`src/asci_pkg.sv`:
```
`timescale 1ns / 1ps
// ----------------------------------------------------------------------------
// asci_pkg
// Shared types, register codes and helpers of the agent seek, clamp and
// integrate pipeline.
// ----------------------------------------------------------------------------
package asci_pkg;

  localparam int SQRT_STAGES = 32;
  localparam int DIV_STAGES  = 31;

  localparam logic [2:0] REG_MAX_SPEED    = 3'd0;
  localparam logic [2:0] REG_WORLD_EXTENT = 3'd1;
  localparam logic [2:0] REG_SEEK_ACCEL   = 3'd2;
  localparam logic [2:0] REG_SEEK_ENABLE  = 3'd3;
  localparam logic [2:0] REG_LOCK_Z       = 3'd4;
  localparam logic [2:0] REG_GROUND_LEVEL = 3'd5;

  localparam logic [30:0] MAX_SPEED_RST    = 31'd39321600;
  localparam logic [30:0] WORLD_EXTENT_RST = 31'd655360000;

  typedef struct packed {
    logic             alive;
    logic [2:0][31:0] pos;
    logic [2:0][31:0] vel;
    logic [15:0]      dt;
  } item_t;

  // two's complement 34 bit value to saturated 32 bit
  function automatic logic [31:0] sat32(input logic [33:0] x);
    logic [31:0] r;
    r = x[31:0];
    if (!x[33] && (x[32:31] != 2'b00)) r = 32'h7fff_ffff;
    if (x[33] && (x[32:31] != 2'b11)) r = 32'h8000_0000;
    return r;
  endfunction

  function automatic logic [31:0] abs32(input logic [31:0] x);
    return x[31] ? (~x + 32'd1) : x;
  endfunction

endpackage

```
`src/asci_sqrt.sv`:
```
`timescale 1ns / 1ps
// ----------------------------------------------------------------------------
// asci_sqrt
// Pipelined 64 bit integer square root, one result bit per stage.
// ----------------------------------------------------------------------------
module asci_sqrt (
  input  logic        clk,
  input  logic [63:0] x,
  output logic [31:0] root
);

  logic [63:0] xs [1:asci_pkg::SQRT_STAGES];
  logic [63:0] rs [1:asci_pkg::SQRT_STAGES];

  for (genvar k = 0; k < asci_pkg::SQRT_STAGES; k++) begin : g_step
    localparam logic [63:0] BIT = 64'd1 << (62 - 2 * k);
    logic [63:0] xc;
    logic [63:0] rc;
    logic [63:0] trial;
    if (k == 0) begin : g_first
      assign xc = x;
      assign rc = '0;
    end else begin : g_rest
      assign xc = xs[k];
      assign rc = rs[k];
    end
    assign trial = rc + BIT;
    always_ff @(posedge clk) begin
      if (xc >= trial) begin
        xs[k+1] <= xc - trial;
        rs[k+1] <= (rc >> 1) + BIT;
      end else begin
        xs[k+1] <= xc;
        rs[k+1] <= rc >> 1;
      end
    end
  end

  assign root = rs[asci_pkg::SQRT_STAGES][31:0];

endmodule

```
`config.mk`:
```
export PLATFORM = sky130hd
export DESIGN_NAME = asci_sqrt
export DESIGN_NICKNAME = d
export VERILOG_FILES = /design/src/asci_pkg.sv /design/src/asci_sqrt.sv
export SDC_FILE = /design/constraint.sdc
export NUM_CORES = 2
export LEC_CHECK = 0
export BUFFER_PORTS_ARGS = -buffer_cell sky130_fd_sc_hd__clkbuf_2
export CAP_MARGIN = 10
export CORE_MARGIN = 2
export CORE_UTILIZATION = 31
export CTS_CLUSTER_DIAMETER = 100
export DETAILED_ROUTE_END_ITERATION = 16
export PLACE_DENSITY_LB_ADDON = 0.12
export SKIP_CTS_REPAIR_TIMING = 1
export SYNTH_ARGS = -nofsm -noshare
export SYNTH_HDL_FRONTEND = slang
export SYNTH_SLANG_ARGS = --single-unit
```
`constraint.sdc`:
```
create_clock -name clk -period 7.9 [get_ports clk]
set_input_delay 1.185 -clock clk [delete_from_list [all_inputs] [get_ports clk]]
set_output_delay 1.185 -clock clk [all_outputs]
set_load 0.01 [all_outputs]
```
==> impl_results.md <==
* Final ANT Viol Nets at 0
* Clk root buf: clkbuf_16
* Power Density at 377 mW/mm²
* Worst Max-Slew Pin Slew at 1.23 ns
* Library cells used by synthesis at 91
* Die Width at approximately 560 µm
* Max Cap Viol at 0
* Total track usage at 0.175
* CP peak stage delay at between 1 and 1.5 ns
* Number of synthesized flops with an enable pin at 0
* H-tree depth at 5
* Iter 0 DRT Violations at ~4,400
* Core area at between 0.3 and 0.4 mm²
* Worst slew margin at 0.171
* Layout cell share with drive strength beyond 1 at 0.0751
* First-pass GRT wire length at 427,000 µm
* Slew Viols, Final at 0
* Tmin final at ~4.6 ns
* Register area share after synthesis at 0.524
* TritonCTS buffer count at roughly 280
* Ys async rst share at 0
* Clock sink count at 2,512
* Fmax at 219 MHz
* Skew final at 0.0799 ns
* DRT Wirelength at 284,000 µm
* P&R area growth vs syn at 15.5%
* Setup TNS at 0 ns
* Tot Pwr at 41,800 µW
* Hpwl dp at about 230,000 µm
* Clock buffer depth at 4
* Hold Crit Class: reg2reg
* Synth Register Bits at roughly 2,500
* Final Wtd Congestion at 0.873
* Post-synth top flop: dfxtp_1
* CP bufs+invs at 2
* Die H at 560 µm
* Fillers at between 30,000 and 40,000
* Sw frac at 0.334
* CTS tree: built
* Peak VDD IR at 0.261 mV
* Syn Inst Count at 9,713
* Crit. End Element: flip-flop
* Syn Area/Cell at about 9.9 µm²
* Clock network power share at 0.323
* Most common cell after layout, fill and taps aside: dfxtp_1
* Initial core utilization at 0.311
* Number of top-level pins at 97
* Final hold slack at roughly 0.31 ns
* Clk_lat worst skew at a little under 0.9 ns
* Final setup viols at 0
* Vias per std cell at about 5
* Reg power frac at 0.440
* Levels on crit path at 11
* Initial antenna violation count at 26
* Critical Path, Cell by Cell: or4_1, nor3_1, nand4b_1, a211oi_1, nand2_1, nor2_1, buf_4, inv_2, o2111ai_1, o21ai_0, nand2b_1
* Worst setup path class: reg2reg
* Slowest CP cell: a211oi_1
* R2R cell count at 11
* Sw Pwr at 13,900 µW
* Wirelength per Cell at 19.9 µm
* Leakage at ~0.05 µW
* I/O Buffers at between 90 and 100
* Critical Path AT at 5.35 ns
* Critical Path Fanout Max at 45
* Vias at 69,347
* Die footprint at approximately 0.31 mm²
* Worst setup SP type: flip-flop
* Vias in the first global route at just under 70,000
* Final Hold Vio Count at 0
* Nets@finish at 10,531
* Num rows at 204
* Cell family contributing the most delay on the critical path: simple AND/OR/NAND/NOR gates
* 1st-pass router iterations at 8
* Gate power share at 0.237
* Mapped Area at between 0.09 and 0.1 mm²
* Period Utilization, post-route at 0.577
* # DRC at 0
* Largest net degree at the start of global routing at 60
* RSZ-0062 raised after global routing: false
* Status: finished, final reports clean
* CP required at 8.69 ns
* Total grt overflow at 0
* CTS clk-pin slew, worst paths at ~0.06 ns
* Hold path depth at 0
* Power Internal at 27,800 µW
* Syn_nets at 10,336
* Most frequent cells in the layout: dfxtp_1, inv_1, nand2_1
* Synth warn at 0
kinds of logic after synthesis:
family          synth area share
flops                      0.524
xor+xnor                  0.0801
buf+inv                   0.0362
mux                      0.00862
fa+ha+maj                 0.0728
compound gates             0.121
simple gates               0.157
worst paths after layout:
| kind | from | slack (ns) | to |
|---|---|---|---|
| worst max register to register | xs[0][1778] | 3.34 | xs[0][1839] |
| worst min-delay path | xs[0][1606] | 0.31 | xs[0][1670] |
| worst min register to register | xs[0][1606] | 0.31 | xs[0][1670] |
| worst max-delay path | xs[0][1778] | 3.34 | xs[0][1839] |
power by group through the flow:
| stage | clock network, µW | logic (µW) | registers (µW) |
|---|---|---|---|
| floorplan | 0 | 7440 | 17200 |
| global placement | 0 | 9820 | 18700 |
| detailed placement | 0 | 9840 | 18700 |
| CTS | 13900 | 9910 | 18400 |
| global route | 14400 | 11000 | 18700 |
| finish | 13500 | 9880 | 18400 |
final cells by class:
class	instances	area, µm²	area share
diodes	3	7.51	0.0000677
clock buffers	393	8220	0.0742
clock inverters	113	1500	0.0135
inverters	694	2610	0.0235
multi-input cells	6289	42300	0.382
flip-flops and latches	2512	50300	0.454
well taps	4120	5150	0.0465
repair buffers	129	721	0.00650
worst reg2reg max path: stages (launching register included):
cell and delay, ns:
dfxtp_1 0.36, or4_1 0.55, nor3_1 0.41, nand4b_1 0.45
a211oi_1 1.01, nand2_1 0.17, nor2_1 0.40, buf_4 0.31
inv_2 0.34, o2111ai_1 0.31, o21ai_0 0.13, nand2b_1 0.08
routing by layer:
layer | part of all wire | wire length [µm] | track usage | vias to the layer above
met5 | 0 | 0 | 0 | -
met4 | 0.023 | 6520 | 0.0428 | 0
met3 | 0.044 | 12500 | 0.0226 | 406
met2 | 0.46 | 132000 | 0.290 | 1596
met1 | 0.47 | 133000 | 0.240 | 32991
li1 | - | - | - | 34354
cells in the mapped netlist, types with 32 or more instances:
master	count	area [µm²]
o21ai_0	457	2290
nand2b_1	112	701
nand3b_1	38	285
clkbuf_1	196	736
nor3_1	266	1330
and3_1	54	338
a21o_1	245	1840
nor4b_1	50	438
or4_1	69	518
nor2b_1	73	457
ha_1	558	6980
xnor2_1	454	3980
a21oi_1	613	3070
nor4_1	356	2230
mux2_2	67	754
or3_1	101	632
o21bai_1	47	353
a21boi_0	32	240
dfxtp_1	2512	50300
xor2_1	424	3710
a31oi_1	62	388
inv_1	690	2590
or2_2	38	238
nand3_1	193	966
nand2_1	629	2360
nand4_1	165	1030
a211oi_1	50	375
o31ai_1	43	323
nor2_1	619	2320
o211ai_1	45	338
o21a_1	86	646
per-stage QoR:
stage	util	setup WS, ns	std cells	cell area (µm²)
finish	0.359	3.34	14253	111000
global route	0.359	2.95	14251	111000
CTS	0.359	3.28	14248	111000
detailed placement	0.328	3.33	13742	101000
global placement	0.328	3.37	13741	101000
floorplan	-	4.61	9713	96000
registers in the layout, summed over array words and instances, names as in the netlist:
signal	flops
xs	1984
rs	528
Note: power is estimated with default switching activity, not from simulation.
